===== config.mk =====
export PLATFORM = sky130hd
export DESIGN_NAME = ecr_queue
export DESIGN_NICKNAME = d
export VERILOG_FILES = /design/src/rtl/ecr_pkg.sv /design/src/rtl/ecr_queue.sv
export SDC_FILE = /design/constraint.sdc
export NUM_CORES = 1
export LEC_CHECK = 0
export BUFFER_PORTS_ARGS = -buffer_cell sky130_fd_sc_hd__buf_2
export CAP_MARGIN = 20
export CORE_MARGIN = 10
export CORE_UTILIZATION = 55
export DETAILED_ROUTE_END_ITERATION = 6
export HOLD_SLACK_MARGIN = 0.03
export MAX_ROUTING_LAYER = met4
export PLACE_DENSITY = 0.77
export SKIP_CTS_REPAIR_TIMING = 1
export SLEW_MARGIN = 20
export SYNTH_ARGS = -nofsm -noshare
export SYNTH_HDL_FRONTEND = slang
export SYNTH_SLANG_ARGS = --single-unit

===== constraint.sdc =====
create_clock -name clk -period 3.4 [get_ports clk]
set_clock_uncertainty 0.05 [all_clocks]
set_input_delay 0.34 -clock clk [delete_from_list [all_inputs] [get_ports clk]]
set_output_delay 0.34 -clock clk [all_outputs]
set_load 0.05 [all_outputs]

===== src/rtl/ecr_pkg.sv =====
// ----------------------------------------------------------------------------
// ecr_pkg
// Shared types, constants and small helpers for the exponential correlation
// row generator.
// ----------------------------------------------------------------------------
package ecr_pkg;

	// Sizing of the row store and of the correlation output.
	localparam int MAX_ROWS       = 64;
	localparam int CORR_FRAC_BITS = 16;
	localparam int CORR_W         = CORR_FRAC_BITS + 1;
	localparam int CNT_W          = $clog2(MAX_ROWS + 1);
	localparam int ADDR_W         = $clog2(MAX_ROWS);
	localparam int TIME_W         = 24;
	localparam int IDX_W          = 6;
	localparam int OUT_DATA_W     = ((2 * IDX_W + CORR_W + 7) / 8) * 8;

	// Job queue between the front and the back.
	localparam int QUEUE_DEPTH = 4;
	localparam int QPTR_W      = $clog2(QUEUE_DEPTH);

	// Fixed-point constants.
	localparam logic [31:0] LN2_Q32   = 32'd2977044472;
	localparam logic [31:0] LOG2E_Q31 = 32'd3098164009;
	localparam logic [30:0] Q30_ONE   = 31'h4000_0000;
	localparam logic [CORR_W-1:0] CORR_ONE = {1'b1, {CORR_FRAC_BITS{1'b0}}};

	// Result status codes.
	typedef enum logic [1:0] {
		ST_OK      = 2'd0,
		ST_NOTINC  = 2'd1,
		ST_TOOMANY = 2'd2
	} status_t;

	// Kinds of work handed from the front to the back.
	typedef enum logic {
		JOB_ROW = 1'b0,
		JOB_ERR = 1'b1
	} job_kind_t;

	typedef struct packed {
		job_kind_t             kind;
		logic [CNT_W-1:0]      row;
		logic [TIME_W-1:0]     rtime;
		status_t               status;
	} job_t;

	typedef struct packed {
		logic [IDX_W-1:0]  row;
		logic [IDX_W-1:0]  col;
		logic [CORR_W-1:0] corr;
		status_t           status;
		logic              last;
	} res_t;

	typedef struct packed {
		logic [15:0]       long_term_corr;
		logic [15:0]       decay_rate;
		logic [15:0]       time_exponent;
		logic [TIME_W-1:0] eval_time;
		logic              time_dependent;
	} cfg_t;

	// floor(2^31 / n) for the Horner divisors 1..8.
	function automatic logic [31:0] recip(input logic [3:0] n);
		logic [31:0] r;
		case (n)
			4'd1:    r = 32'd2147483648;
			4'd2:    r = 32'd1073741824;
			4'd3:    r = 32'd715827882;
			4'd4:    r = 32'd536870912;
			4'd5:    r = 32'd429496729;
			4'd6:    r = 32'd357913941;
			4'd7:    r = 32'd306783378;
			4'd8:    r = 32'd268435456;
			default: r = 32'd0;
		endcase
		return r;
	endfunction

	// Low bits of a row or column count as an output index.
	function automatic logic [IDX_W-1:0] idx_field(input logic [CNT_W-1:0] v);
		logic [CNT_W+IDX_W-1:0] w;
		w = {{IDX_W{1'b0}}, v};
		return w[IDX_W-1:0];
	endfunction

endpackage


===== src/rtl/ecr_queue.sv =====
// ----------------------------------------------------------------------------
// ecr_queue
// Short job queue that decouples the input front from the compute back.
// ----------------------------------------------------------------------------
module ecr_queue (
	input  logic          clk,
	input  logic          arst_n,
	input  logic          push,
	input  ecr_pkg::job_t push_job,
	input  logic          pop,
	output ecr_pkg::job_t head,
	output logic          full,
	output logic          empty
);

	ecr_pkg::job_t                  slot_q [ecr_pkg::QUEUE_DEPTH];
	logic [ecr_pkg::QPTR_W-1:0]     wr_q;
	logic [ecr_pkg::QPTR_W-1:0]     rd_q;
	logic [ecr_pkg::QPTR_W:0]       cnt_q;

	assign full  = (cnt_q == (ecr_pkg::QPTR_W + 1)'(ecr_pkg::QUEUE_DEPTH));
	assign empty = (cnt_q == '0);
	assign head  = slot_q[rd_q];

	// Pointer and fill count bookkeeping.
	always_ff @(posedge clk or negedge arst_n) begin
		if (!arst_n) begin
			wr_q  <= '0;
			rd_q  <= '0;
			cnt_q <= '0;
		end else begin
			if (push) begin
				wr_q <= wr_q + 1'b1;
			end
			if (pop) begin
				rd_q <= rd_q + 1'b1;
			end
			if (push && !pop) begin
				cnt_q <= cnt_q + 1'b1;
			end else if (pop && !push) begin
				cnt_q <= cnt_q - 1'b1;
			end
		end
	end

	// Job storage.
	always_ff @(posedge clk) begin
		if (push) begin
			slot_q[wr_q] <= push_job;
		end
	end

endmodule


==> out/results.ini <==
[outcome]
status=finished, final reports clean

[yosys]
netlist_area_um2=5354
synthArstFlopShare=0.04895
synth-edff-count=136
synthCells=212
synth_common_cells=edfxtp_1, mux4_2, dfrtp_1
synth_cell_type_count=19
synth_top_area_share=0.7628
avgSynthCellArea_um2=25.25
yosys.area.top_type=edfxtp_1
synth_seq_cells=143
synthFlopType=edfxtp_1
yosys_warnings=0
synth_most_common_cell=edfxtp_1
yosysSeqAreaShare=0.7955
synth_nets=256
synthTopCellsByArea=edfxtp_1, mux4_2, dfrtp_1, mux4_1, ha_1

[worst_setup_path]
worstSetupEndpointType=primary output
crit_type=reg2out
crit_slowest_cell=dfrtp_2
crit_chain=buf_12 > mux4_2 > buf_2
critPathMaxFanout=21
cpPeakStageDelay_ns=0.82
arrival_ns=2.37
critPathLaunchType=register
crit_family=flip-flops
cp.required_ns=3.01
critPathBufInv=2

[grt]
grt_pass1_wl_mm=14.81
grt_remaining_overflow=0
grt_pass1_vias=2736
track_usage=0.1409
antenna_found_initial=0
grt_max_degree=36

[placement]
dpl-instance-area_um2=5817
port_buffers=73
dp.cells=407
gp_congestion=0.6884
dp_hpwl_mm=5.420

[clocking]
clock_latency_ns=0.51
htreeDepth=4
cts-root-buf=clkbuf_8
clock-sinks=143
path_clk_slew_ns=0.06
clock_path_buffers=2
cts_tree=built
cts_buffers=17

[timing]
rsz0062_at_grt=no
final.period_utilization=0.8122
slew_headroom=0.3781
holdWs_ns=0.06304
fmax_mhz=362.1
period_needed_ns=2.761
setup-violations-final=0
max_slew.worst_pin.slew_ns=0.9329
drv_slew=0
hold_viol_final=0
tns_ns=0

[route]
drtIter0Drc=126
drc_errors=0
avgViaCountPerCell=5.333
dr_total_vias=2528
ant_nets=0
wl_mm=9.487
wl_per_cell_um=20.01
dr.pass1.iters=4

[final_layout]
area_growth_syn_to_layout_pct=27.13
finalInstanceArea_um2=6807
final_cell_count_no_fill=474
drive_gt1_frac=0.4000
antennaDiodeCount=0
utilization=0.7263
final_net_count=377

[pwr]
power_density_nw_per_um2=990.9
max-vdd-ir-drop_mv=0.7626
p_leak_nw=2.429

[job]
max_cap_viol_count=0

[die]
row_count=35
coreArea_um2=9371
fp.dieH_um=118.7
dieArea_um2=14080
die_w_um=118.7
initial_core_util=0.5713
pin_count=74

[worst_hold_path]
hold_path_class=in2reg

cell families after synthesis:
logic type	share of synthesized area
simple gates	0.009113
buf+inv	0.01986
fa+ha+maj	0.01542
mux	0.1493
flops	0.7955
compound gates	0.0009339
xor+xnor	0.009815
layout make-up:
cell class / instances / area, µm²
Tap cell: 129 / 161.4
Multi-Input combinational cell: 57 / 993.5
Clock buffer: 18 / 417.9
Clock inverter: 13 / 211.5
Fill cell: 577 / 2565
Inverter: 4 / 15.01
Sequential cell: 143 / 4262
Timing Repair Buffer: 110 / 745.7
worst paths after layout:
check	end	cells after the start	startpoint	slack [ns]
worst max-delay path	head[1]	3	rd_q[0]$_DFFE_PN0P_	0.64
worst min-delay path	wr_q[0]$_DFFE_PN0P_	2	push	0.06
worst max register to register	slot_q[0][28]$_DFFE_PP_	3	wr_q[0]$_DFFE_PN0P_	1.53
worst min register to register	cnt_q[2]$_DFFE_PN0P_	1	cnt_q[2]$_DFFE_PN0P_	0.46
max in group asynchronous	rd_q[0]$_DFFE_PN0P_	2	arst_n	2.96
min in group asynchronous	cnt_q[2]$_DFFE_PN0P_	2	arst_n	0.15
per-layer routing:
layer / GRT usage / vias to the layer above / share of wire
met4: 0.05267 / 0 / 0.011
met5: - / - / 0
met3: 0.05236 / 13 / 0.058
li1: - / 1140 / -
met1: 0.1701 / 1296 / 0.43
met2: 0.2130 / 79 / 0.50
power by group:
part	internal [mW]	switching [mW]	leakage (nW)	total (mW)
Combinational	0.723	1.50	0.804	2.22
Sequential	2.32	0.256	1.33	2.58
Clock	1.26	0.682	0.296	1.95
Total	4.31	2.44	2.43	6.74
flip-flops by register name (all words and copies together) (netlist names):
signal	cells
slot_q	136
cnt_q	3
rd_q	2
wr_q	2
metrics by stage:
stage | worst slack (ns) | total power, mW
floorplan | 1.411 | 4.379
global placement | 1.153 | 4.796
detailed placement | 1.131 | 4.837
CTS | 0.5481 | 6.795
global route | 0.4949 | 7.044
finish | 0.6386 | 6.744
worst reg2reg max path: stages (launching register included):
cell and delay [ns]:
dfrtp_1 0.42, inv_1 0.10, ha_1 0.14, and2_2 0.75
placed cells by master, fill, tap and decap left out, types with 2 or more instances in the layout:
cell and n:
dfrtp_1 5, nand2_1 2, buf_2 73, bufinv_16 5, mux4_1 6, clkinvlp_4 3
mux4_2 28, inv_1 4, inv_6 2, ha_1 5, dlygate4sd3_1 36, dfrtp_2 2
edfxtp_1 136, clkbuf_16 16, xor2_1 4, clkinv_4 2, xnor2_1 2, and2_2 4
Power figures use the tool's default switching activity.
