File: src/rtl/ecr_ram.sv
// ----------------------------------------------------------------------------
// ecr_ram
// Generic single-write, single-read memory with a registered read port.
// ----------------------------------------------------------------------------
module ecr_ram #(
	parameter int WIDTH = 24,
	parameter int DEPTH = 64
) (
	input  logic                     clk,
	input  logic                     we,
	input  logic [$clog2(DEPTH)-1:0] waddr,
	input  logic [WIDTH-1:0]         wdata,
	input  logic                     re,
	input  logic [$clog2(DEPTH)-1:0] raddr,
	output logic [WIDTH-1:0]         rdata
);

	logic [WIDTH-1:0] mem_q [DEPTH];

	// Write port and registered read port.
	always_ff @(posedge clk) begin
		if (we) begin
			mem_q[waddr] <= wdata;
		end
		if (re) begin
			rdata <= mem_q[raddr];
		end
	end

endmodule

File: config.mk
export PLATFORM = sky130hd
export DESIGN_NAME = ecr_ram
export DESIGN_NICKNAME = d
export VERILOG_FILES = /design/src/rtl/ecr_ram.sv
export SDC_FILE = /design/constraint.sdc
export NUM_CORES = 1
export LEC_CHECK = 0
export BUFFER_PORTS_ARGS = -buffer_cell sky130_fd_sc_hd__buf_4
export CAP_MARGIN = 0
export CORE_ASPECT_RATIO = 1.1
export CORE_MARGIN = 2
export CORE_UTILIZATION = 57
export CTS_CLUSTER_SIZE = 28
export DETAILED_ROUTE_END_ITERATION = 7
export PLACE_DENSITY = 0.73
export SLEW_MARGIN = 20
export SYNTH_ARGS = -nofsm -noshare
export SYNTH_HDL_FRONTEND = slang
export SYNTH_SLANG_ARGS = --single-unit
File: constraint.sdc
create_clock -name clk -period 9.45 [get_ports clk]
set_input_delay 1.4175 -clock clk [delete_from_list [all_inputs] [get_ports clk]]
set_output_delay 1.4175 -clock clk [all_outputs]
set_load 0.02 [all_outputs]
==> results of run 1 <==
sequential cells by signal, summed over array words and instances (netlist names):
name	flops
mem_q	1536
rdata	24
metal layers:
| metal | vias to the layer above | GRT usage | wire, µm |
|---|---|---|---|
| li1 | 11433 | - | - |
| met1 | 15187 | 0.364 | 51400 |
| met2 | 1722 | 0.438 | 71000 |
| met3 | 283 | 0.0636 | 15000 |
| met4 | 6 | 0.123 | 6710 |
| met5 | - | 0 | 43 |
final timing paths:
| kind | to | from | slack [ns] |
|---|---|---|---|
| setup / recovery | rdata[19] | raddr[0] | 4.86 |
| hold reg to reg | rdata[22] | mem_q[36][22] | 0.91 |
| hold / removal | rdata[22] | mem_q[36][22] | 0.91 |
| setup reg to reg | rdata[2] | mem_q[21][2] | 7.09 |
final cells by class:
cell class,count,area share
multi-input combinational,906,0.182
timing repair buffer,137,0.0161
inverter,2,0.000113
clock inverter,94,0.0150
sequential,1560,0.704
antenna,3,0.000113
clock buffer,167,0.0564
tap,1386,0.0261
cells in the final DEF (no fill, tap or decap), types with 3 or more instances in the layout:
master         n
clkinvlp_4     3
or2_2          3
and2_1         3
diode_2        3
edfxtp_1    1560
a221oi_1      52
nor2_1        16
nor2b_1        8
or3_1         10
buf_4        132
o21a_1        13
a31oi_1       13
mux2i_1       95
clkinv_1      43
clkbuf_1      20
nor2_2        54
clkinv_2      17
nand2_1       36
o21ai_0       12
mux4_2       355
clkinv_8       4
inv_6          5
o21ai_1        6
nand3b_1       3
nor2_4        10
a21oi_1       22
and3_1        16
nand2b_1       6
nand3_1       20
clkbuf_16    147
or3b_2         3
a221o_1        4
mux2_2        53
a22oi_1       29
bufinv_16     19
o22ai_1       53
cell families (layout without fill, tap and decap cells):
family | after synthesis | count (layout)
AO/OA/AOI/OAI | 207 | 207
buffers and inverters | 144 | 400
flip-flops | 1560 | 1560
multiplexers | 503 | 503
other | 0 | 3
AND/OR/NAND/NOR | 196 | 196
critical path: cells and delay by family:
family	cells	cell delay, ns
buf+inv	3	1.66
compound gates	4	1.04
simple gates	1	0.71
through the flow:
step | setup WS, ns | hold WS, ns
after floorplan | 5.44 | 0.849
after global routing | 4.61 | 0.947
after global placement | 4.13 | 0.891
after detailed placement | 4.02 | 0.910
final | 4.86 | 0.910
after CTS | 4.83 | 0.922
report_power, final:
part	internal (µW)	total [µW]	switching, µW
combinational	246	680	434
clock	3380	5850	2480
sequential	7670	7710	33.7
total	11300	14200	2950
==> reports/results.txt, run 1 <==
setup TNS: 0 ns
CP Cell Sequence: buf_8, buf_4, buf_12, and2_1, a221oi_1, a221oi_1, a31oi_1, o21a_1
wire length per cell: 33.9 µm
Nets: 2789
R2R depth: 5
CP startpoint kind: input pin
crit-path most repeated cell: a221oi_1
leakage power: 0.0208 µW
critical path peak fanout: 102
Avg Cell Area, Syn: 22.8 µm²
top cell type's share of synthesized area: 0.787
ratio of final minimum period to clock period: 0.486
share of flip-flops with an asynchronous set or reset: 0
outcome: finished, final reports clean
Post-Synth XOR/XNOR Area: 0
synth top area cells: edfxtp_1 79%, mux4_2 13%, mux2i_1 1.6%
Synth Area in Adders: 0
area fraction in compound gates after synthesis: 0.0243
area of the core: 104000 µm²
worst hold stages: 4
setup violators final: 0
TritonRoute pass-1 iters: 5
placed instance area: 61800 µm²
Worst EP required: 9.96 ns
Post-synth EDFFs: 1560
Post-CTS Setup Bufs: 0
Post-Synthesis Cells: 2610
Syn Nets: 2649
Port Buf Inserts: 62
power density over cell area: 214 nW/µm²
mux cell area share after synthesis: 0.160
Setup CP Type: input pin to flop
RSZ-0062 raised after global routing: false
Die W: 312 µm
Ys Warns: 0
CP max-delay cell: and2_1
Primary FF master, synth: edfxtp_1
Worst path max stage delay: 0.71 ns
Fin. Hold Viols: 0
clk_skew: 0.0325 ns
max cap viols: 0
Skew-Pair Late Insertion Delay: 0.76 ns
Cell Area, Synth: 59500 µm²
largest family of logic cells by synthesized area: multiplexers
ANT nets after route: 0
routed wire length: 144 mm
hold_buf cts: 0
Post-CTS Resized: 0
first-pass GRT wire length: 206 mm
vias per inst: 6.73
most frequent cell after synthesis: edfxtp_1
GP Congestion: 0.819
max_slew headroom: 0.207
CP arrival: 5.10 ns
Finished Core Util: 0.641
Peak VDD IR: 148 µV
DRC: 0
FF+latch count, synth: 1560
Non-Filler Instances: 4255
CTS Buf Count: 143
Reg area: 46800 µm²
Post-Synth Simple-Gate Area: 0.0155
FP Rows: 124
Final min period: 4.59 ns
worst-margin pin slew: 1.19 ns
CTS tree: done
largest net degree at the start of global routing: 106
HPWL Detailed: 80.2 mm
H-tree depth: 4
vias in the first global route: 28812
synthesis-to-finish area growth: 11.8%
die area: 107000 µm²
Yosys cell types: 39
finished layout cell area: 66600 µm²
CTS clk-pin slew, worst paths: 0.07 ns
Clock Sinks: 1560
layout cells sized above 1: 0.285
die height: 343 µm
CP endpoint kind: flop
area occupied by multi-input gates: 12100 µm²
initial antenna violation count: 6
clock buffer depth: 3
GRT overflow: 0
effective utilization at floorplan: 0.574
Post-synth top cells: 1560 x edfxtp_1, 355 x mux4_2, 95 x mux2i_1
placed instance count: 3991
Boundary Pins: 63
Fillers: 6501
area leader, netlist: edfxtp_1
Fmax: 218 MHz
via count: 28631
register area share after synthesis: 0.787
GRT Util Overall: 0.274
Hold WC Path Type: flop to flop
Root Driver: clkbuf_16
Design Power: 14200 µW
Max Transition Viols Final: 0
Detailed Route Iter0 Violations: 3598
(Power assumes the default switching activity.)
==> run 2: changes to the inputs <==
--- a/config.mk
+++ b/config.mk
@@ -12,7 +12,7 @@
 export CORE_UTILIZATION = 57
 export CTS_CLUSTER_SIZE = 28
 export DETAILED_ROUTE_END_ITERATION = 7
-export PLACE_DENSITY = 0.73
+export PLACE_DENSITY = 0.76
 export SLEW_MARGIN = 20
 export SYNTH_ARGS = -nofsm -noshare
 export SYNTH_HDL_FRONTEND = slang
==> constraint.sdc (replaced) <==
create_clock -name clk -period 4 [get_ports clk]
set_input_delay 0.6 -clock clk [delete_from_list [all_inputs] [get_ports clk]]
set_output_delay 0.6 -clock clk [all_outputs]
set_load 0.02 [all_outputs]
==> reports/results.txt, run 2 (same netlist as run 1, synthesis figures left out) <==
FP Rows: 124 (unchanged)
Fillers: 6279 (was 6501)
CP startpoint kind: input pin (unchanged)
leakage power: 0.0212 µW (was 0.0208 µW)
CP arrival: 3.43 ns (was 5.10 ns)
routed wire length: 144 mm (about the same)
clk_skew: 0.0302 ns (was 0.0325 ns)
die area: 107000 µm² (unchanged)
RSZ-0062 raised after global routing: false (unchanged)
Fin. Hold Viols: 0 (unchanged)
critical path peak fanout: 59 (was 102)
Hold WC Path Type: input pin to flop (was flop to flop)
vias in the first global route: 29675 (was 28812)
area of the core: 104000 µm² (unchanged)
initial antenna violation count: 21 (was 6)
clock buffer depth: 3 (unchanged)
Setup CP Type: input pin to flop (unchanged)
placed instance count: 4063 (was 3991)
met1 Track Usage GR: 0.368 (was 0.364)
Fmax: 356 MHz
max cap viols: 0 (unchanged)
Final min period: 2.81 ns
flip-flop count of the largest register after layout: 1536 (unchanged)
Clock Sinks: 1560 (unchanged)
Port Buf Inserts: 62 (unchanged)
HPWL Detailed: 83.1 mm (was 80.2 mm)
Skew-Pair Late Insertion Delay: 0.78 ns (was 0.76 ns)
ratio of final minimum period to clock period: 0.702
setup violators final: 0 (unchanged)
vias per inst: 6.73 (about the same)
setup TNS: 0 ns (unchanged)
synthesis-to-finish area growth: 12.8% (was 11.8%)
met2 usage: 0.447 (was 0.438)
Boundary Pins: 63 (unchanged)
largest reg by FF count: mem_q (unchanged)
power density over cell area: 498 nW/µm² (was 214 nW/µm²)
die height: 343 µm (unchanged)
Root Driver: clkbuf_16 (unchanged)
Post-CTS Setup Bufs: 0 (unchanged)
Regs by FF count: mem_q (1536), rdata (24) (unchanged)
GP Congestion: 0.853 (was 0.819)
Die W: 312 µm (unchanged)
CTS clk-pin slew, worst paths: 0.06 ns (was 0.07 ns)
layout cells sized above 1: 0.303 (was 0.285)
max_slew headroom: 0.275 (was 0.207)
GRT overflow: 0 (unchanged)
Post-CTS Resized: 0 (unchanged)
wire length per cell: 33.3 µm (was 33.9 µm)
outcome: finished, final reports clean (unchanged)
hold_buf cts: 0 (unchanged)
Design Power: 33400 µW (was 14200 µW)
ANT nets after route: 0 (unchanged)
DRC: 0 (unchanged)
Top Usage Layer GRT: met2 (unchanged)
CTS tree: done (unchanged)
CP endpoint kind: flop (unchanged)
first-pass GRT wire length: 210 mm (was 206 mm)
Worst EP required: 4.63 ns (was 9.96 ns)
routing usage on met3: 0.0660 (was 0.0636)
largest net degree at the start of global routing: 69 (was 106)
Peak VDD IR: 359 µV (was 148 µV)
via count: 29168 (was 28631)
worst-margin pin slew: 1.09 ns (was 1.19 ns)
effective utilization at floorplan: 0.574 (unchanged)
Max Transition Viols Final: 0 (unchanged)
TritonRoute pass-1 iters: 5 (unchanged)
Non-Filler Instances: 4334 (was 4255)
Nets: 2865 (was 2789)
GRT Util Overall: 0.275 (was 0.274)
CTS Buf Count: 147 (was 143)
Detailed Route Iter0 Violations: 4859 (was 3598)
most frequent cells in the layout: 1560 x edfxtp_1, 355 x mux4_2, 188 x buf_4, 149 x clkbuf_16, 95 x mux2i_1 (was 1560 x edfxtp_1, 355 x mux4_2, 147 x clkbuf_16, 132 x buf_4, 95 x mux2i_1)
most common cell after layout, fill and taps aside: edfxtp_1 (unchanged)
H-tree depth: 4 (unchanged)
## run 2: changes by cell type in the layout (fill, tap and decap cells not counted), moves of 3 or more
cell,before,now
clkinv_8,4,7
inv_6,5,2
buf_12,2,18
clkbuf_1,20,29
clkinv_1,43,35
nor2_2,54,62
nor2_4,10,0
buf_4,132,188
clkinvlp_4,3,6
clkinv_2,17,23
bufinv_16,19,10
## run 2: critical path: stages
cell and delay (ns):
buf_6 0.59, clkinv_1 0.22, buf_4 0.41, mux2_2 0.36, o22ai_1 0.11, a221oi_1 0.88
o21a_1 0.19
## run 2: path summary, 6_finish.rpt
check | startpoint | cells past startpoint | endpoint | slack, ns
min reg2reg | mem_q[60][20] | 4 | rdata[20] | 0.94
max reg2reg | mem_q[39][13] | 6 | rdata[13] | 1.67
min | wdata[2] | 1 | mem_q[35][2] | 0.36
max | raddr[1] | 7 | rdata[1] | 1.19
## run 2: stage by stage
step                cell area (µm²)  setup slack [ns]  hold slack, ns  utilization
floorplan                     59500             0.803           0.699            -
global placement              62500             0.514           0.919        0.602
detailed placement            62500             0.506           0.918        0.602
CTS                           67200              1.26           0.320        0.647
global route                  67200              1.14           0.344        0.647
finish                        67200              1.19           0.360        0.647
## run 2: layout make-up
cell class | instances | area, µm² | area share
sequential | 1560 | 46800 | 0.697
multi-input combinational | 906 | 12100 | 0.180
clock buffer | 178 | 3840 | 0.0571
timing repair buffer | 209 | 1810 | 0.0270
tap | 1386 | 1730 | 0.0258
clock inverter | 89 | 847 | 0.0126
antenna | 4 | 10.0 | 0.000149
inverter | 2 | 7.51 | 0.000112
## run 2: power breakdown
group          internal, µW  switching, µW
Sequential            18100           69.7
Combinational           624           1050
Clock                  7560           6000
## run 2: layer usage
layer  vias up  share of wire
met2      2021           0.49
met4        18          0.038
met3       342           0.12
met1     15220           0.35
li1      11567              -
met5         -        0.00083
