$ cat src/rtl/ecr_pkg.sv
// ----------------------------------------------------------------------------
// ecr_pkg
// Shared types, constants and small helpers for the exponential correlation
// row generator.
// ----------------------------------------------------------------------------
package ecr_pkg;

	// Sizing of the row store and of the correlation output.
	localparam int MAX_ROWS       = 64;
	localparam int CORR_FRAC_BITS = 16;
	localparam int CORR_W         = CORR_FRAC_BITS + 1;
	localparam int CNT_W          = $clog2(MAX_ROWS + 1);
	localparam int ADDR_W         = $clog2(MAX_ROWS);
	localparam int TIME_W         = 24;
	localparam int IDX_W          = 6;
	localparam int OUT_DATA_W     = ((2 * IDX_W + CORR_W + 7) / 8) * 8;

	// Job queue between the front and the back.
	localparam int QUEUE_DEPTH = 4;
	localparam int QPTR_W      = $clog2(QUEUE_DEPTH);

	// Fixed-point constants.
	localparam logic [31:0] LN2_Q32   = 32'd2977044472;
	localparam logic [31:0] LOG2E_Q31 = 32'd3098164009;
	localparam logic [30:0] Q30_ONE   = 31'h4000_0000;
	localparam logic [CORR_W-1:0] CORR_ONE = {1'b1, {CORR_FRAC_BITS{1'b0}}};

	// Result status codes.
	typedef enum logic [1:0] {
		ST_OK      = 2'd0,
		ST_NOTINC  = 2'd1,
		ST_TOOMANY = 2'd2
	} status_t;

	// Kinds of work handed from the front to the back.
	typedef enum logic {
		JOB_ROW = 1'b0,
		JOB_ERR = 1'b1
	} job_kind_t;

	typedef struct packed {
		job_kind_t             kind;
		logic [CNT_W-1:0]      row;
		logic [TIME_W-1:0]     rtime;
		status_t               status;
	} job_t;

	typedef struct packed {
		logic [IDX_W-1:0]  row;
		logic [IDX_W-1:0]  col;
		logic [CORR_W-1:0] corr;
		status_t           status;
		logic              last;
	} res_t;

	typedef struct packed {
		logic [15:0]       long_term_corr;
		logic [15:0]       decay_rate;
		logic [15:0]       time_exponent;
		logic [TIME_W-1:0] eval_time;
		logic              time_dependent;
	} cfg_t;

	// floor(2^31 / n) for the Horner divisors 1..8.
	function automatic logic [31:0] recip(input logic [3:0] n);
		logic [31:0] r;
		case (n)
			4'd1:    r = 32'd2147483648;
			4'd2:    r = 32'd1073741824;
			4'd3:    r = 32'd715827882;
			4'd4:    r = 32'd536870912;
			4'd5:    r = 32'd429496729;
			4'd6:    r = 32'd357913941;
			4'd7:    r = 32'd306783378;
			4'd8:    r = 32'd268435456;
			default: r = 32'd0;
		endcase
		return r;
	endfunction

	// Low bits of a row or column count as an output index.
	function automatic logic [IDX_W-1:0] idx_field(input logic [CNT_W-1:0] v);
		logic [CNT_W+IDX_W-1:0] w;
		w = {{IDX_W{1'b0}}, v};
		return w[IDX_W-1:0];
	endfunction

endpackage

$ cat src/rtl/ecr_front.sv
// ----------------------------------------------------------------------------
// ecr_front
// Accepts rate times, checks ordering and row capacity, stores valid times
// and queues one job per item that produces results.
// ----------------------------------------------------------------------------
module ecr_front (
	input  logic                          clk,
	input  logic                          arst_n,
	input  logic                          in_valid,
	output logic                          in_ready,
	input  logic [ecr_pkg::TIME_W-1:0]    in_time,
	input  logic                          in_final,
	input  logic                          back_busy,
	input  logic                          q_full,
	input  logic                          q_empty,
	output logic                          q_push,
	output ecr_pkg::job_t                 q_job,
	output logic                          ram_we,
	output logic [ecr_pkg::ADDR_W-1:0]    ram_waddr,
	output logic [ecr_pkg::TIME_W-1:0]    ram_wdata
);

	logic [ecr_pkg::CNT_W-1:0]  cnt_q;
	logic [ecr_pkg::TIME_W-1:0] last_q;
	logic                       acc;
	logic                       not_inc;
	logic                       full_rows;

	// A new frame overwrites entry 0, so it waits until the back has drained.
	assign in_ready = !q_full && !((cnt_q == '0) && (back_busy || !q_empty));
	assign acc      = in_valid && in_ready;

	assign not_inc   = (cnt_q != '0) && (in_time <= last_q);
	assign full_rows = (cnt_q >= ecr_pkg::CNT_W'(ecr_pkg::MAX_ROWS));

	assign ram_waddr = cnt_q[ecr_pkg::ADDR_W-1:0];
	assign ram_wdata = in_time;

	// Classify the accepted item.
	always_comb begin
		q_push       = 1'b0;
		ram_we       = 1'b0;
		q_job.kind   = ecr_pkg::JOB_ERR;
		q_job.row    = cnt_q;
		q_job.rtime  = in_time;
		q_job.status = ecr_pkg::ST_OK;
		if (acc) begin
			if (in_final) begin
				if (not_inc) begin
					q_push       = 1'b1;
					q_job.status = ecr_pkg::ST_NOTINC;
				end
			end else if (full_rows) begin
				q_push       = 1'b1;
				q_job.status = ecr_pkg::ST_TOOMANY;
			end else if (not_inc) begin
				q_push       = 1'b1;
				q_job.status = ecr_pkg::ST_NOTINC;
			end else begin
				q_push     = 1'b1;
				ram_we     = 1'b1;
				q_job.kind = ecr_pkg::JOB_ROW;
			end
		end
	end

	// Row count and last stored time.
	always_ff @(posedge clk or negedge arst_n) begin
		if (!arst_n) begin
			cnt_q  <= '0;
			last_q <= '0;
		end else if (acc) begin
			if (in_final) begin
				cnt_q <= '0;
			end else if (!full_rows && !not_inc) begin
				cnt_q  <= cnt_q + 1'b1;
				last_q <= in_time;
			end
		end
	end

endmodule

$ cat config.mk
export PLATFORM = sky130hd
export DESIGN_NAME = ecr_front
export DESIGN_NICKNAME = d
export VERILOG_FILES = /design/src/rtl/ecr_pkg.sv /design/src/rtl/ecr_front.sv
export SDC_FILE = /design/constraint.sdc
export NUM_CORES = 1
export LEC_CHECK = 0
export ABC_AREA = 1
export CAP_MARGIN = 25
export CORE_MARGIN = 3
export CORE_UTILIZATION = 69
export DETAILED_ROUTE_END_ITERATION = 8
export DONT_BUFFER_PORTS = 1
export PLACE_DENSITY = 0.85
export REMOVE_ABC_BUFFERS = 1
export SETUP_SLACK_MARGIN = 0.2
export SYNTH_ARGS = -nofsm -noshare
export SYNTH_HDL_FRONTEND = slang
export SYNTH_SLANG_ARGS = --single-unit
$ cat constraint.sdc
create_clock -name clk -period 5.38 [get_ports clk]
set_clock_uncertainty 0.2 [all_clocks]
set_input_delay 0.538 -clock clk [delete_from_list [all_inputs] [get_ports clk]]
set_output_delay 0.538 -clock clk [all_outputs]
set_load 0.05 [all_outputs]
==> results.txt <==
----------------------------------------------------
[Status]
  Run status ... finished, final reports clean

[Layout]
  Sequential standard cell area ... ~780 um^2
  Count of filler cells inserted in the layout ... between 200 and 300
  End-of-flow core utilization ... between 60 and 70%
  Number of non-filler instances in the completed layout ... roughly 340
  Area occupied by multi-input gates ... 0.00121 mm^2
  Share of post-route cells with drive strength above 1 ... around 11%
  Number of nets in the layout ... approximately 350
  Antenna cells ... 0
  Area added between synthesis and finish ... -8.90%

[STA]
  Final min period ... around 3.8 ns
  Worst hold slack ... 0.201 ns
  Pins Over Slew Limit ... 0
  Summed negative setup slack over all endpoints ... 0 ns
  Part of the cycle the worst path needs ... a little over two thirds
  F_max ... 266 MHz
  Slew at the pin closest to its max-slew limit ... roughly 1.0 ns
  RSZ-0062 raised after global routing ... false
  Number of hold violations in the final report ... 0
  Max-slew headroom at the worst pin ... 30.5%
  Finish-stage setup viols ... 0

[Global routing]
  Total grt overflow ... 0
  Via count of the first global-routing pass ... approximately 1,800
  GRT Util Overall ... 23.3%
  Pin count of the biggest net entering global routing ... 36
  Antenna violations before repair ... 0
  First-pass GRT wire length ... ~8000 um

[Critical path]
  WP data required ... around 4.6 ns
  Data arrival time of the critical path ... 3.02 ns
  Largest fanout of any net on the critical path ... 32
  Buf/Inv on CP ... 1
  Critical Path Most Common Cell ... sky130_fd_sc_hd__nand3_4
  Delay of the slowest cell on the worst path ... about 0.70 ns
  Series of cell instances along the critical path ... nor3_2 > nand3_2 > o21bai_4 > nand3_4 > nor2_4 > nand3_4 > inv_2
  Largest delay share family, worst path ... simple AND/OR/NAND/NOR gates
  Category of the worst setup path capture point ... output pin
  Critical path class ... flip-flop to output pin
  Standard cell with the maximum stage delay on the critical path ... sky130_fd_sc_hd__dfrtp_1
  Kind of launch point of the worst setup path ... flip-flop

[Power and ir drop]
  Max rail drop VDD ... ~220 uV
  Pwr/cell area ... roughly 450 mW/mm^2
  Leakage power ... 1.33 nW
  Total power of the final layout ... 1.06 mW

[Placed design]
  Number of placed cells counting well taps ... between 300 and 400
  Final GP Congestion ... 0.780
  Buffers added on ports ... 0
  Sum of net half-perimeters after detailed placement ... about 3300 um

[Routing]
  Wire length per cell ... between 10 and 15 um
  Via count ... about 1,800
  Ratio of routed vias to standard cells ... 5.41
  DRT Wirelength ... ~4800 um
  Initial DRC count ... 141
  Number of optimization iterations in the first detailed-route pass ... 4
  # DRC ... 0
  Final ANT Viol Nets ... 0

[Yosys]
  Synthesis warning total ... 0
  Share of Yosys cell area claimed by the top area cell type ... between 20% and 30%
  Biggest area contributors in the synthesized netlist ... sky130_fd_sc_hd__dfrtp_1 (30%), sky130_fd_sc_hd__buf_4 (16%), sky130_fd_sc_hd__ha_1 (12%)
  Most area-hungry cell type in the Yosys netlist ... sky130_fd_sc_hd__dfrtp_1
  Synth unique cells ... 28
  Post-synthesis sequential area ratio ... between 20% and 30%
  Area of the mapped netlist ... 0.00261 mm^2
  Post-Syn Area per Cell ... between 7 and 8 um^2
  Post-synthesis register bit count ... 31
  Gate Count Post-Synth ... approximately 340

[CTS]
  Clock input transition at the sequential cells of the worst setup and hold paths ... around 0.06 ns
  Number of levels in the clock H-tree ... 2
  Clock tree root buffer cell ... sky130_fd_sc_hd__clkbuf_8
  Quantity of hold-fixing buffers added after cts ... 2
  Total clock sinks ... 31
  Source-to-sink clock delay at the later pin of the worst-skew pair ... around 0.29 ns
  Post-CTS Setup Repair Bufs ... 0
  CTS buffer count ... 5
  Post-cts resize count ... 0
  Max clock buf depth ... 2
  TritonCTS clock tree ... built

[Die]
  Initial standard-cell utilization of the core ... 74.8%
  Row cnt ... 21
  Die Outline Area ... 0.00456 mm^2
  Overall die height ... between 60 and 70 um
  I/O Pins ... 98
  Placeable core area ... between 0.003 and 0.004 mm^2
  Die boundary width ... between 60 and 70 um

[Hold path]
  Class of the tightest hold or removal check ... input pin to flip-flop

[Flow run]
  Maximum Capacitance Violations ... 0

----------------------------------------------------
[kinds of logic (layout without fill, tap and decap cells)]
logic type,after synthesis,after routing,synth area share (%)
xor+xnor,4,4,1.34
simple gates,155,155,29.2
fa+ha+maj,26,26,12.4
compound gates,13,13,3.21
buf+inv,108,62,24.1
flops,31,31,29.7
[synthesized netlist by cell type]
| master | number |
|---|---|
| sky130_fd_sc_hd__nor2_2 | 1 |
| sky130_fd_sc_hd__clkbuf_1 | 3 |
| sky130_fd_sc_hd__buf_4 | 54 |
| sky130_fd_sc_hd__nand3_1 | 11 |
| sky130_fd_sc_hd__clkinv_1 | 1 |
| sky130_fd_sc_hd__o21ai_0 | 1 |
| sky130_fd_sc_hd__nand3_2 | 1 |
| sky130_fd_sc_hd__nor3_1 | 2 |
| sky130_fd_sc_hd__inv_2 | 1 |
| sky130_fd_sc_hd__nand2_2 | 8 |
| sky130_fd_sc_hd__nor2_1 | 11 |
| sky130_fd_sc_hd__o21bai_4 | 1 |
| sky130_fd_sc_hd__ha_1 | 26 |
| sky130_fd_sc_hd__inv_1 | 41 |
| sky130_fd_sc_hd__nand3b_1 | 1 |
| sky130_fd_sc_hd__nand4_1 | 32 |
| sky130_fd_sc_hd__nand2_1 | 82 |
| sky130_fd_sc_hd__dfrtp_1 | 31 |
| sky130_fd_sc_hd__nand2_4 | 1 |
| sky130_fd_sc_hd__a21oi_1 | 9 |
| sky130_fd_sc_hd__nor2_4 | 1 |
| sky130_fd_sc_hd__buf_6 | 2 |
| sky130_fd_sc_hd__nor3b_1 | 1 |
| sky130_fd_sc_hd__a21o_1 | 2 |
| sky130_fd_sc_hd__nor3_2 | 1 |
| sky130_fd_sc_hd__buf_2 | 6 |
| sky130_fd_sc_hd__nand3_4 | 2 |
| sky130_fd_sc_hd__xor2_1 | 4 |
[layout make-up]
type | count | area share [%]
multi-input cells | 198 | 50.7
inverters | 43 | 6.78
repair buffers | 11 | 4.10
clock buffers | 7 | 3.21
clock inverters | 1 | 0.210
flip-flops and latches | 31 | 32.6
well taps | 46 | 2.42
[placed cells by master (no fill, tap or decap), types with 2 or more instances in the layout]
| master | instances |
|---|---|
| sky130_fd_sc_hd__nand2_1 | 82 |
| sky130_fd_sc_hd__inv_1 | 41 |
| sky130_fd_sc_hd__nand4_1 | 32 |
| sky130_fd_sc_hd__dfrtp_1 | 31 |
| sky130_fd_sc_hd__ha_1 | 26 |
| sky130_fd_sc_hd__nor2_1 | 11 |
| sky130_fd_sc_hd__nand3_1 | 11 |
| sky130_fd_sc_hd__a21oi_1 | 9 |
| sky130_fd_sc_hd__buf_4 | 9 |
| sky130_fd_sc_hd__nand2_2 | 8 |
| sky130_fd_sc_hd__clkbuf_8 | 5 |
| sky130_fd_sc_hd__xor2_1 | 4 |
| sky130_fd_sc_hd__nand3_4 | 2 |
| sky130_fd_sc_hd__a21o_1 | 2 |
| sky130_fd_sc_hd__nor3_1 | 2 |
| sky130_fd_sc_hd__clkbuf_1 | 2 |
[worst paths after layout]
check                                        from                     end  slack, ns  cells after the start
setup / recovery             cnt_q[6]$_DFFE_PN0P_                  ram_we       1.62                      7
hold / removal                        in_time[11]  last_q[11]$_DFFE_PN0P_       0.20                      2
setup reg to reg             cnt_q[6]$_DFFE_PN0P_  last_q[13]$_DFFE_PN0P_       2.45                      8
hold reg to reg            last_q[11]$_DFFE_PN0P_  last_q[11]$_DFFE_PN0P_       0.27                      2
max in group asynchronous                  arst_n    cnt_q[0]$_DFFE_PN0P_       4.31                      2
min in group asynchronous                  arst_n  last_q[17]$_DFFE_PN0P_       0.51                      2
[metrics by stage]
step	worst slack [ns]	area, um^2
detailed placement	1.92	2270
finish	1.62	2380
global placement	1.97	2270
global route	1.40	2380
CTS	1.59	2380
floorplan	1.78	2140
[where the power goes]
part / switching, mW / internal, mW / leakage (nW)
logic: 0.323 / 0.181 / 0.887
registers: 0.0515 / 0.325 / 0.397
clock network: 0.0899 / 0.0906 / 0.0422
[registers in the layout, indices dropped and copies added, names as in the netlist]
register / flops
cnt_q: 7
last_q: 24
[routing by layer]
layer	vias up	part of all wire (%)	wire [um]	track usage, %
met5	-	0	0	0
li1	934	-	-	-
met4	0	2.1	99	11.9
met3	10	7.9	378	6.66
met2	39	49	2340	37.8
met1	840	41	1970	28.0
No activity file was read; power rests on OpenSTA's default activity.
