$ cat config.mk
export PLATFORM = sky130hd
export DESIGN_NAME = ecr_back
export DESIGN_NICKNAME = d
export VERILOG_FILES = /design/src/rtl/ecr_pkg.sv /design/src/rtl/ecr_back.sv
export SDC_FILE = /design/constraint.sdc
export NUM_CORES = 2
export LEC_CHECK = 0
export ABC_AREA = 1
export ABC_CLOCK_PERIOD_IN_PS = 16650
export BUFFER_PORTS_ARGS = -buffer_cell sky130_fd_sc_hd__buf_2
export CAP_MARGIN = 20
export CORE_ASPECT_RATIO = 1.5
export CORE_UTILIZATION = 54
export DETAILED_ROUTE_END_ITERATION = 12
export MAX_ROUTING_LAYER = met4
export PLACE_DENSITY = 0.7
export RECOVER_POWER = 50
export SYNTH_ARGS = -nofsm -noshare
export SYNTH_HDL_FRONTEND = slang
export SYNTH_SLANG_ARGS = --single-unit
$ cat constraint.sdc
create_clock -name clk -period 16.65 [get_ports clk]
set_input_delay 3.33 -clock clk [delete_from_list [all_inputs] [get_ports clk]]
set_output_delay 3.33 -clock clk [all_outputs]
set_load 0.1 [all_outputs]
$ cat src/rtl/ecr_pkg.sv
// ----------------------------------------------------------------------------
// ecr_pkg
// Shared types, constants and small helpers for the exponential correlation
// row generator.
// ----------------------------------------------------------------------------
package ecr_pkg;

	// Sizing of the row store and of the correlation output.
	localparam int MAX_ROWS       = 64;
	localparam int CORR_FRAC_BITS = 16;
	localparam int CORR_W         = CORR_FRAC_BITS + 1;
	localparam int CNT_W          = $clog2(MAX_ROWS + 1);
	localparam int ADDR_W         = $clog2(MAX_ROWS);
	localparam int TIME_W         = 24;
	localparam int IDX_W          = 6;
	localparam int OUT_DATA_W     = ((2 * IDX_W + CORR_W + 7) / 8) * 8;

	// Job queue between the front and the back.
	localparam int QUEUE_DEPTH = 4;
	localparam int QPTR_W      = $clog2(QUEUE_DEPTH);

	// Fixed-point constants.
	localparam logic [31:0] LN2_Q32   = 32'd2977044472;
	localparam logic [31:0] LOG2E_Q31 = 32'd3098164009;
	localparam logic [30:0] Q30_ONE   = 31'h4000_0000;
	localparam logic [CORR_W-1:0] CORR_ONE = {1'b1, {CORR_FRAC_BITS{1'b0}}};

	// Result status codes.
	typedef enum logic [1:0] {
		ST_OK      = 2'd0,
		ST_NOTINC  = 2'd1,
		ST_TOOMANY = 2'd2
	} status_t;

	// Kinds of work handed from the front to the back.
	typedef enum logic {
		JOB_ROW = 1'b0,
		JOB_ERR = 1'b1
	} job_kind_t;

	typedef struct packed {
		job_kind_t             kind;
		logic [CNT_W-1:0]      row;
		logic [TIME_W-1:0]     rtime;
		status_t               status;
	} job_t;

	typedef struct packed {
		logic [IDX_W-1:0]  row;
		logic [IDX_W-1:0]  col;
		logic [CORR_W-1:0] corr;
		status_t           status;
		logic              last;
	} res_t;

	typedef struct packed {
		logic [15:0]       long_term_corr;
		logic [15:0]       decay_rate;
		logic [15:0]       time_exponent;
		logic [TIME_W-1:0] eval_time;
		logic              time_dependent;
	} cfg_t;

	// floor(2^31 / n) for the Horner divisors 1..8.
	function automatic logic [31:0] recip(input logic [3:0] n);
		logic [31:0] r;
		case (n)
			4'd1:    r = 32'd2147483648;
			4'd2:    r = 32'd1073741824;
			4'd3:    r = 32'd715827882;
			4'd4:    r = 32'd536870912;
			4'd5:    r = 32'd429496729;
			4'd6:    r = 32'd357913941;
			4'd7:    r = 32'd306783378;
			4'd8:    r = 32'd268435456;
			default: r = 32'd0;
		endcase
		return r;
	endfunction

	// Low bits of a row or column count as an output index.
	function automatic logic [IDX_W-1:0] idx_field(input logic [CNT_W-1:0] v);
		logic [CNT_W+IDX_W-1:0] w;
		w = {{IDX_W{1'b0}}, v};
		return w[IDX_W-1:0];
	endfunction

endpackage

$ cat src/rtl/ecr_back.sv
// ----------------------------------------------------------------------------
// ecr_back
// Sequencer around one shared multiplier. For each row job it walks the
// stored times, evaluates the correlation of each pair and emits the row.
// ----------------------------------------------------------------------------
module ecr_back (
	input  logic                          clk,
	input  logic                          arst_n,
	input  ecr_pkg::cfg_t                 cfg,
	input  logic                          q_empty,
	output logic                          q_pop,
	input  ecr_pkg::job_t                 q_head,
	output logic                          ram_re,
	output logic [ecr_pkg::ADDR_W-1:0]    ram_raddr,
	input  logic [ecr_pkg::TIME_W-1:0]    ram_rdata,
	output logic                          busy,
	output logic                          o_valid,
	input  logic                          o_ready,
	output ecr_pkg::res_t                 o_res
);

	typedef enum logic [4:0] {
		S_IDLE, S_ERR, S_DIAG, S_RD, S_TJ, S_ZERO, S_BD, S_X, S_XL, S_Y,
		S_F, S_U, S_UR, S_VR, S_QF, S_EXPR, S_CM, S_OUT,
		S_PA, S_LM, S_LN, S_LG, S_LZ, S_POWR
	} state_t;

	localparam int RND_SH = 46 - ecr_pkg::CORR_FRAC_BITS;

	state_t                        st_q;
	logic [ecr_pkg::CNT_W-1:0]     row_q;
	logic [ecr_pkg::CNT_W-1:0]     j_q;
	logic [ecr_pkg::TIME_W-1:0]    ti_q;
	ecr_pkg::status_t              stat_q;
	logic [63:0]                   prod_q;
	logic [23:0]                   d_q;
	logic [23:0]                   x_q;
	logic [24:0]                   f_q;
	logic [29:0]                   u_q;
	logic [30:0]                   r_q;
	logic [29:0]                   v_q;
	logic [3:0]                    hn_q;
	logic [4:0]                    en_q;
	logic [30:0]                   e_q;
	logic [23:0]                   a_q;
	logic [30:0]                   m_q;
	logic [4:0]                    p_q;
	logic [23:0]                   frac_q;
	logic [4:0]                    k_q;
	logic [5:0]                    zn_q;
	logic [23:0]                   pi_q;
	logic                          pw_j_q;
	logic                          e2_pow_q;
	logic                          o_valid_q;
	ecr_pkg::res_t                 o_res_q;

	logic [31:0] mul_a;
	logic [31:0] mul_b;
	logic [63:0] mul_p;
	logic        slot_free;
	logic        emit;
	logic [29:0] q0;
	logic [33:0] qn;
	logic [33:0] rem;
	logic [29:0] q_fix;
	logic [30:0] r_next;
	logic [32:0] y;
	logic [47:0] sum48;
	logic [ecr_pkg::CORR_W-1:0] corr_v;
	logic [4:0]  lead;
	logic [30:0] m_norm;
	logic [31:0] sq;
	logic [30:0] z;
	logic [5:0]  sh;
	logic [30:0] r_sh;
	logic [23:0] pres;

	assign slot_free = !o_valid_q || o_ready;
	assign emit      = slot_free && (st_q inside {S_ERR, S_DIAG, S_ZERO, S_OUT});
	assign busy      = (st_q != S_IDLE);
	assign q_pop     = (st_q == S_IDLE) && !q_empty;
	assign ram_re    = (st_q == S_RD) && (j_q != row_q);
	assign ram_raddr = j_q[ecr_pkg::ADDR_W-1:0];
	assign o_valid   = o_valid_q;
	assign o_res     = o_res_q;

	// Shared multiplier operand selection.
	always_comb begin
		mul_a = '0;
		mul_b = '0;
		case (st_q)
			S_BD: begin
				mul_a = {16'd0, cfg.decay_rate};
				mul_b = {8'd0, d_q};
			end
			S_XL: begin
				mul_a = {8'd0, x_q};
				mul_b = ecr_pkg::LOG2E_Q31;
			end
			S_F: begin
				mul_a = {7'd0, f_q};
				mul_b = ecr_pkg::LN2_Q32;
			end
			S_UR: begin
				mul_a = {2'd0, u_q};
				mul_b = {1'b0, r_q};
			end
			S_VR: begin
				mul_a = {2'd0, prod_q[59:30]};
				mul_b = ecr_pkg::recip(hn_q);
			end
			S_CM: begin
				mul_a = {15'd0, 17'h10000 - {1'b0, cfg.long_term_corr}};
				mul_b = {1'b0, e_q};
			end
			S_LM: begin
				mul_a = {1'b0, m_q};
				mul_b = {1'b0, m_q};
			end
			S_LG: begin
				mul_a = {3'd0, p_q, frac_q};
				mul_b = {16'd0, cfg.time_exponent};
			end
			default: begin
				mul_a = '0;
				mul_b = '0;
			end
		endcase
	end

	assign mul_p = mul_a * mul_b;

	// Horner step: quotient by a small constant with one correction.
	always_comb begin
		q0     = prod_q[60:31];
		qn     = {4'd0, q0} * {30'd0, hn_q};
		rem    = {4'd0, v_q} - qn;
		q_fix  = q0 + {29'd0, (rem >= {30'd0, hn_q})};
		r_next = ecr_pkg::Q30_ONE - {1'b0, q_fix};
	end

	// Exponent split, correlation blend and rounding.
	always_comb begin
		y      = prod_q[55:23];
		sum48  = prod_q[47:0] + ({32'd0, cfg.long_term_corr} << 30)
			+ (48'd1 << (RND_SH - 1));
		corr_v = sum48[RND_SH +: ecr_pkg::CORR_W];
	end

	// Logarithm normalization, squaring step and power result.
	always_comb begin
		lead = '0;
		for (int k = 0; k < 24; k++) begin
			if (a_q[k]) begin
				lead = 5'(k);
			end
		end
		m_norm = {7'd0, a_q} << (5'd30 - lead);
		sq     = prod_q[61:30];
		z      = {2'd0, prod_q[44:16]} + 31'h2000_0000
			- {3'd0, cfg.time_exponent, 12'd0};
		sh     = (zn_q < 6'd45) ? (6'd45 - zn_q) : 6'd0;
		r_sh   = r_q >> sh;
		pres   = (|r_sh[30:24]) ? 24'hFF_FFFF : r_sh[23:0];
	end

	// Sequencer state and registered results.
	always_ff @(posedge clk or negedge arst_n) begin
		if (!arst_n) begin
			st_q      <= S_IDLE;
			o_valid_q <= 1'b0;
			row_q     <= '0;
			j_q       <= '0;
			hn_q      <= '0;
			k_q       <= '0;
			pw_j_q    <= 1'b0;
			e2_pow_q  <= 1'b0;
		end else begin
			// An emitting state refills the output register, otherwise a taken item leaves it.
			if (emit) begin
				o_valid_q <= 1'b1;
			end else if (o_ready) begin
				o_valid_q <= 1'b0;
			end
			case (st_q)
				S_IDLE: begin
					if (!q_empty) begin
						row_q  <= q_head.row;
						ti_q   <= q_head.rtime;
						stat_q <= q_head.status;
						j_q    <= '0;
						if (q_head.kind == ecr_pkg::JOB_ERR) begin
							st_q <= S_ERR;
						end else if (cfg.time_dependent) begin
							a_q    <= q_head.rtime - cfg.eval_time;
							pw_j_q <= 1'b0;
							st_q   <= S_PA;
						end else begin
							st_q <= S_RD;
						end
					end
				end
				S_ERR: begin
					if (slot_free) begin
						o_res_q.row    <= ecr_pkg::idx_field(row_q);
						o_res_q.col    <= '0;
						o_res_q.corr   <= '0;
						o_res_q.status <= stat_q;
						o_res_q.last   <= 1'b1;
						st_q           <= S_IDLE;
					end
				end
				S_DIAG: begin
					if (slot_free) begin
						o_res_q.row    <= ecr_pkg::idx_field(row_q);
						o_res_q.col    <= ecr_pkg::idx_field(row_q);
						o_res_q.corr   <= ecr_pkg::CORR_ONE;
						o_res_q.status <= ecr_pkg::ST_OK;
						o_res_q.last   <= 1'b1;
						st_q           <= S_IDLE;
					end
				end
				S_RD: begin
					st_q <= (j_q == row_q) ? S_DIAG : S_TJ;
				end
				S_TJ: begin
					if (cfg.time_dependent) begin
						if (cfg.eval_time >= ram_rdata) begin
							st_q <= S_ZERO;
						end else begin
							a_q    <= ram_rdata - cfg.eval_time;
							pw_j_q <= 1'b1;
							st_q   <= S_PA;
						end
					end else begin
						d_q  <= ti_q - ram_rdata;
						st_q <= S_BD;
					end
				end
				S_ZERO: begin
					if (slot_free) begin
						o_res_q.row    <= ecr_pkg::idx_field(row_q);
						o_res_q.col    <= ecr_pkg::idx_field(j_q);
						o_res_q.corr   <= '0;
						o_res_q.status <= ecr_pkg::ST_OK;
						o_res_q.last   <= 1'b0;
						j_q            <= j_q + 1'b1;
						st_q           <= S_RD;
					end
				end
				S_BD: begin
					prod_q <= mul_p;
					st_q   <= S_X;
				end
				S_X: begin
					x_q  <= prod_q[39:16] + {23'd0, prod_q[15]};
					st_q <= S_XL;
				end
				S_XL: begin
					prod_q <= mul_p;
					st_q   <= S_Y;
				end
				S_Y: begin
					if (y[32:24] >= 9'd31) begin
						e_q  <= '0;
						st_q <= S_CM;
					end else begin
						en_q     <= y[28:24];
						f_q      <= {1'b0, y[23:0]};
						e2_pow_q <= 1'b0;
						st_q     <= S_F;
					end
				end
				S_F: begin
					prod_q <= mul_p;
					st_q   <= S_U;
				end
				S_U: begin
					u_q  <= prod_q[55:26];
					r_q  <= ecr_pkg::Q30_ONE;
					hn_q <= 4'd8;
					st_q <= S_UR;
				end
				S_UR: begin
					prod_q <= mul_p;
					st_q   <= S_VR;
				end
				S_VR: begin
					v_q    <= prod_q[59:30];
					prod_q <= mul_p;
					st_q   <= S_QF;
				end
				S_QF: begin
					r_q <= r_next;
					if (hn_q == 4'd1) begin
						st_q <= e2_pow_q ? S_POWR : S_EXPR;
					end else begin
						hn_q <= hn_q - 1'b1;
						st_q <= S_UR;
					end
				end
				S_EXPR: begin
					e_q  <= r_q >> en_q;
					st_q <= S_CM;
				end
				S_CM: begin
					prod_q <= mul_p;
					st_q   <= S_OUT;
				end
				S_OUT: begin
					if (slot_free) begin
						o_res_q.row    <= ecr_pkg::idx_field(row_q);
						o_res_q.col    <= ecr_pkg::idx_field(j_q);
						o_res_q.corr   <= corr_v;
						o_res_q.status <= ecr_pkg::ST_OK;
						o_res_q.last   <= 1'b0;
						j_q            <= j_q + 1'b1;
						st_q           <= S_RD;
					end
				end
				S_PA: begin
					if (a_q == '0) begin
						r_q  <= '0;
						zn_q <= 6'd45;
						st_q <= S_POWR;
					end else begin
						p_q    <= lead;
						m_q    <= m_norm;
						frac_q <= '0;
						k_q    <= '0;
						st_q   <= S_LM;
					end
				end
				S_LM: begin
					prod_q <= mul_p;
					st_q   <= S_LN;
				end
				S_LN: begin
					m_q    <= sq[31] ? sq[31:1] : sq[30:0];
					frac_q <= {frac_q[22:0], sq[31]};
					if (k_q == 5'd23) begin
						st_q <= S_LG;
					end else begin
						k_q  <= k_q + 1'b1;
						st_q <= S_LM;
					end
				end
				S_LG: begin
					prod_q <= mul_p;
					st_q   <= S_LZ;
				end
				S_LZ: begin
					zn_q     <= z[29:24];
					f_q      <= 25'h100_0000 - {1'b0, z[23:0]};
					e2_pow_q <= 1'b1;
					st_q     <= S_F;
				end
				S_POWR: begin
					if (pw_j_q) begin
						d_q  <= (pi_q > pres) ? (pi_q - pres) : (pres - pi_q);
						st_q <= S_BD;
					end else begin
						pi_q <= pres;
						st_q <= S_RD;
					end
				end
				default: begin
					st_q <= S_IDLE;
				end
			endcase
		end
	end

endmodule

==> metrics.md <==
| Metric | Value |
|---|---|
| Status | `finished with violations` |
| Failing checks | `capacitance limit, slew limit` |
| Sw Pwr | `between 0.004 and 0.005 W` |
| H-tree Lvls | `2` |
| Post-CTS Setup Bufs | `0` |
| Layout Skew | `39.25 ps` |
| Reg2reg start | `st_q[0]` |
| CTS Sinks | `450` |
| Initial Utilization | `0.5454` |
| Biggest cell delay along the critical path | `between 1000 and 1500 ps` |
| Max IR drop VDD | `~0.24 mV` |
| Syn nets | `about 10000` |
| # port buffers | `roughly 180` |
| Number of global-route vias before repair | `65015` |
| Ports | `177` |
| DR WL/cell | `between 20 and 25 um` |
| Worst-path clk slew | `70 ps` |
| Hold Path Origin | `row_q[6]` |
| Arr. time, crit path | `13110 ps` |
| Avg Cell Area, Syn | `roughly 7.8 um2` |
| Int Power | `between 0.003 and 0.004 W` |
| Drt drc | `0` |
| Number of hold buffers added after CTS | `0` |
| Slowest-stage cell, CP | `clkinv_1` |
| Hold Crit Endpoint | `row_q[6]` |
| Crit path launch type | `input port` |
| Fill count | `around 12000` |
| 1st-iter DRT viols | `~6600` |
| Final Hold Vio Count | `0` |
| Tot GR Track Use | `0.4273` |
| Worst Path Max Fanout | `27` |
| Max clock buf depth | `3` |
| Worst R2R Setup Slack | `~5600 ps` |
| Vias per Instance | `5.913` |
| RSZ-0062 raised after global routing | `no` |
| Worst hold stages | `2` |
| Setup violations, final | `0` |
| Max Cap Viol | `14` |
| Combinational share of power | `0.666` |
| Via count | `62814` |
| Netlist cell types | `75` |
| TritonCTS buffer count | `47` |
| RD Place Congestion | `between 1 and 1.5` |
| Die area | `between 100000 and 150000 um2` |
| Worst setup EP type | `register` |
| Hold/Removal Path Class | `reg2reg` |
| DR pass1 iterations | `6` |
| Post-synth EDFFs | `419` |
| CP Data Required Time | `~17000 ps` |
| WL final | `264500 um` |
| Root buffer selected by CTS | `clkbuf_16` |
| Worst-Skew Late Latency | `680 ps` |
| Row count | `160` |
| Post_cts resized | `0` |
| Worst slew margin | `-0.6423` |
| Slew @ Worst Pin | `between 2000 and 2500 ps` |
| Crit-path leading delay family | `adder cells` |
| RR Endpoint | `prod_q[52]` |
| Die X | `294.6 um` |
| Layout cell share with drive strength beyond 1 | `0.05556` |
| Core Box Area | `127100 um2` |
| Top cell type's share of synthesized area | `0.2755` |
| PD cells | `110.9 nW/um2` |
| Power Total | `0.008172 W` |
| Synth warn | `0` |
| Dominant synthesized flop cell | `edfxtp_1` |
| Setup TNS | `0 ps` |
| DP HPWL | `209700 um` |
| Netlist Area Pre-Place | `69330 um2` |
| Top cells by count, synth | `1975 x nand2_1, 1829 x inv_1, 954 x fa_1` |
| Ys async rst share | `0.06889` |
| Post-layout min period | `12640 ps` |
| Leakage | `roughly 37 nW` |
| Sequential Power Share | `0.189` |
| Leading area contributor after synthesis | `fa_1` |
| Switch share | `0.5559` |
| FMAX | `0.07912 GHz` |
| Pin count of the biggest net entering global routing | `62` |
| Synth-to-layout area growth | `6.282%` |
| Nets | `10423` |
| Antenna Nets Post-Route | `0` |
| Crit path kind | `in2reg` |
| Tcrit/Tclk final | `0.7591` |
| Clk pwr share | `0.145` |
| Syn Inst Count | `8849` |
| WP buf/inv | `10` |
| Part of the Yosys area used for sequential elements | `0.1927` |
| CTS tree | `built` |
| First-pass GRT wire length | `396000 um` |
| Initial antenna violation count | `10` |
| R2R depth | `39` |
| #FFs+latches synth | `between 400 and 500` |
| Congestion Overflow GR | `0` |
| Slew Viols, Final | `between 300 and 400` |
| Area contributors post-synth | `fa_1 28%, edfxtp_1 18%, nand2_1 11%` |
| Most common cell in the netlist | `nand2_1` |
| Die H | `~440 um` |
[flip-flops by register name, summed over array words and instances, names as in the netlist, 2 cells and up]
| register | flops |
|---|---|
| zn_q | 6 |
| v_q | 30 |
| stat_q | 2 |
| r_q | 31 |
| m_q | 31 |
| d_q | 24 |
| k_q | 5 |
| a_q | 24 |
| st_q | 5 |
| o_res | 32 |
| row_q | 7 |
| frac_q | 24 |
| en_q | 5 |
| ti_q | 24 |
| e_q | 31 |
| x_q | 24 |
| p_q | 5 |
| prod_q | 47 |
| pi_q | 24 |
| hn_q | 4 |
| u_q | 30 |
| f_q | 25 |
| j_q | 7 |
[worst max-delay path by stage]
stage / end / slack [ps] / from / cells after the start
floorplan: prod_q[51] / 5290 / cfg[57] / 45
global placement: prod_q[42] / 3580 / cfg[59] / 37
detailed placement: prod_q[51] / 3510 / cfg[59] / 39
CTS: prod_q[51] / 4180 / cfg[59] / 39
global route: prod_q[51] / 3280 / cfg[59] / 39
finish: prod_q[42] / 4010 / cfg[59] / 37
[layout make-up]
cell class / count / area [um2] / area share
Antenna cell: 12 / 30.03 / 0.0004075
Clock inverter: 37 / 454.2 / 0.006164
Multi-Input combinational cell: 6171 / 47660 / 0.6468
Tap cell: 1701 / 2128 / 0.02888
Timing Repair Buffer: 317 / 1793 / 0.02433
Inverter: 1884 / 7074 / 0.09601
Sequential cell: 450 / 13360 / 0.1813
Clock buffer: 51 / 1191 / 0.01617
[layout by cell type, fill, tap and decap left out, types with 33 or more instances in the layout]
master	count
nand2_1	1971
inv_1	1832
fa_1	954
nor2_1	730
o21ai_0	513
ha_1	463
edfxtp_1	419
a21oi_1	414
nand3_1	321
buf_2	151
xor2_1	148
buf_4	102
nor3_1	69
clkbuf_1	66
clkbuf_16	47
xnor2_1	46
nand4_1	42
nor4_1	36
o22ai_1	33
[logic make-up (layout without fill, tap and decap cells)]
group | count (synthesis) | after routing | share of synthesized area
other | 0 | 12 | 0
XOR/XNOR | 197 | 197 | 0.02510
multiplexers | 32 | 32 | 0.004638
AO/OA/AOI/OAI | 1219 | 1219 | 0.09884
AND/OR/NAND/NOR | 3306 | 3306 | 0.1977
buffers and inverters | 2228 | 2289 | 0.1220
adder cells (fa/ha/maj) | 1417 | 1417 | 0.3590
flip-flops | 450 | 450 | 0.1927
[stage by stage]
step / std cells / util / cell area [um2] / setup WS [ps] / hold slack (ps)
finish: 10623 / 0.5796 / 73690 / 4011 / 508.4
global route: 10620 / 0.5796 / 73680 / 3284 / 529.9
CTS: 10609 / 0.5810 / 73860 / 4183 / 513.0
detailed placement: 10521 / 0.5681 / 72220 / 3513 / 487.0
global placement: 10520 / 0.5679 / 72190 / 3580 / 484.5
floorplan: 8849 / - / 69330 / 5287 / 424.4
[worst register-to-register path: cells and delay by family (launching register included)]
kind / cells / cell delay (ps)
AO/OA/AOI/OAI: 4 / 890
XOR/XNOR: 1 / 170
adder cells (fa/ha/maj): 9 / 3940
buffers and inverters: 11 / 2140
flip-flops: 1 / 440
AND/OR/NAND/NOR: 14 / 3260
[power groups by stage]
stage	clock, W	sequential [W]	combinational [W]
global route	0.00122	0.00155	0.00587
global placement	0	0.00156	0.00521
detailed placement	0	0.00156	0.00526
finish	0.00119	0.00154	0.00544
CTS	0.00119	0.00154	0.00532
floorplan	0	0.00165	0.00336
[layer usage]
layer / GRT usage / share of wire / vias to the layer above
met4: 0.3679 / 0.11 / 0
met3: 0.07936 / 0.092 / 1261
met1: 0.4586 / 0.33 / 30417
met2: 0.6815 / 0.47 / 3557
met5: - / 0 / -
li1: - / - / 27579
Note: power is estimated with default switching activity, not from simulation.
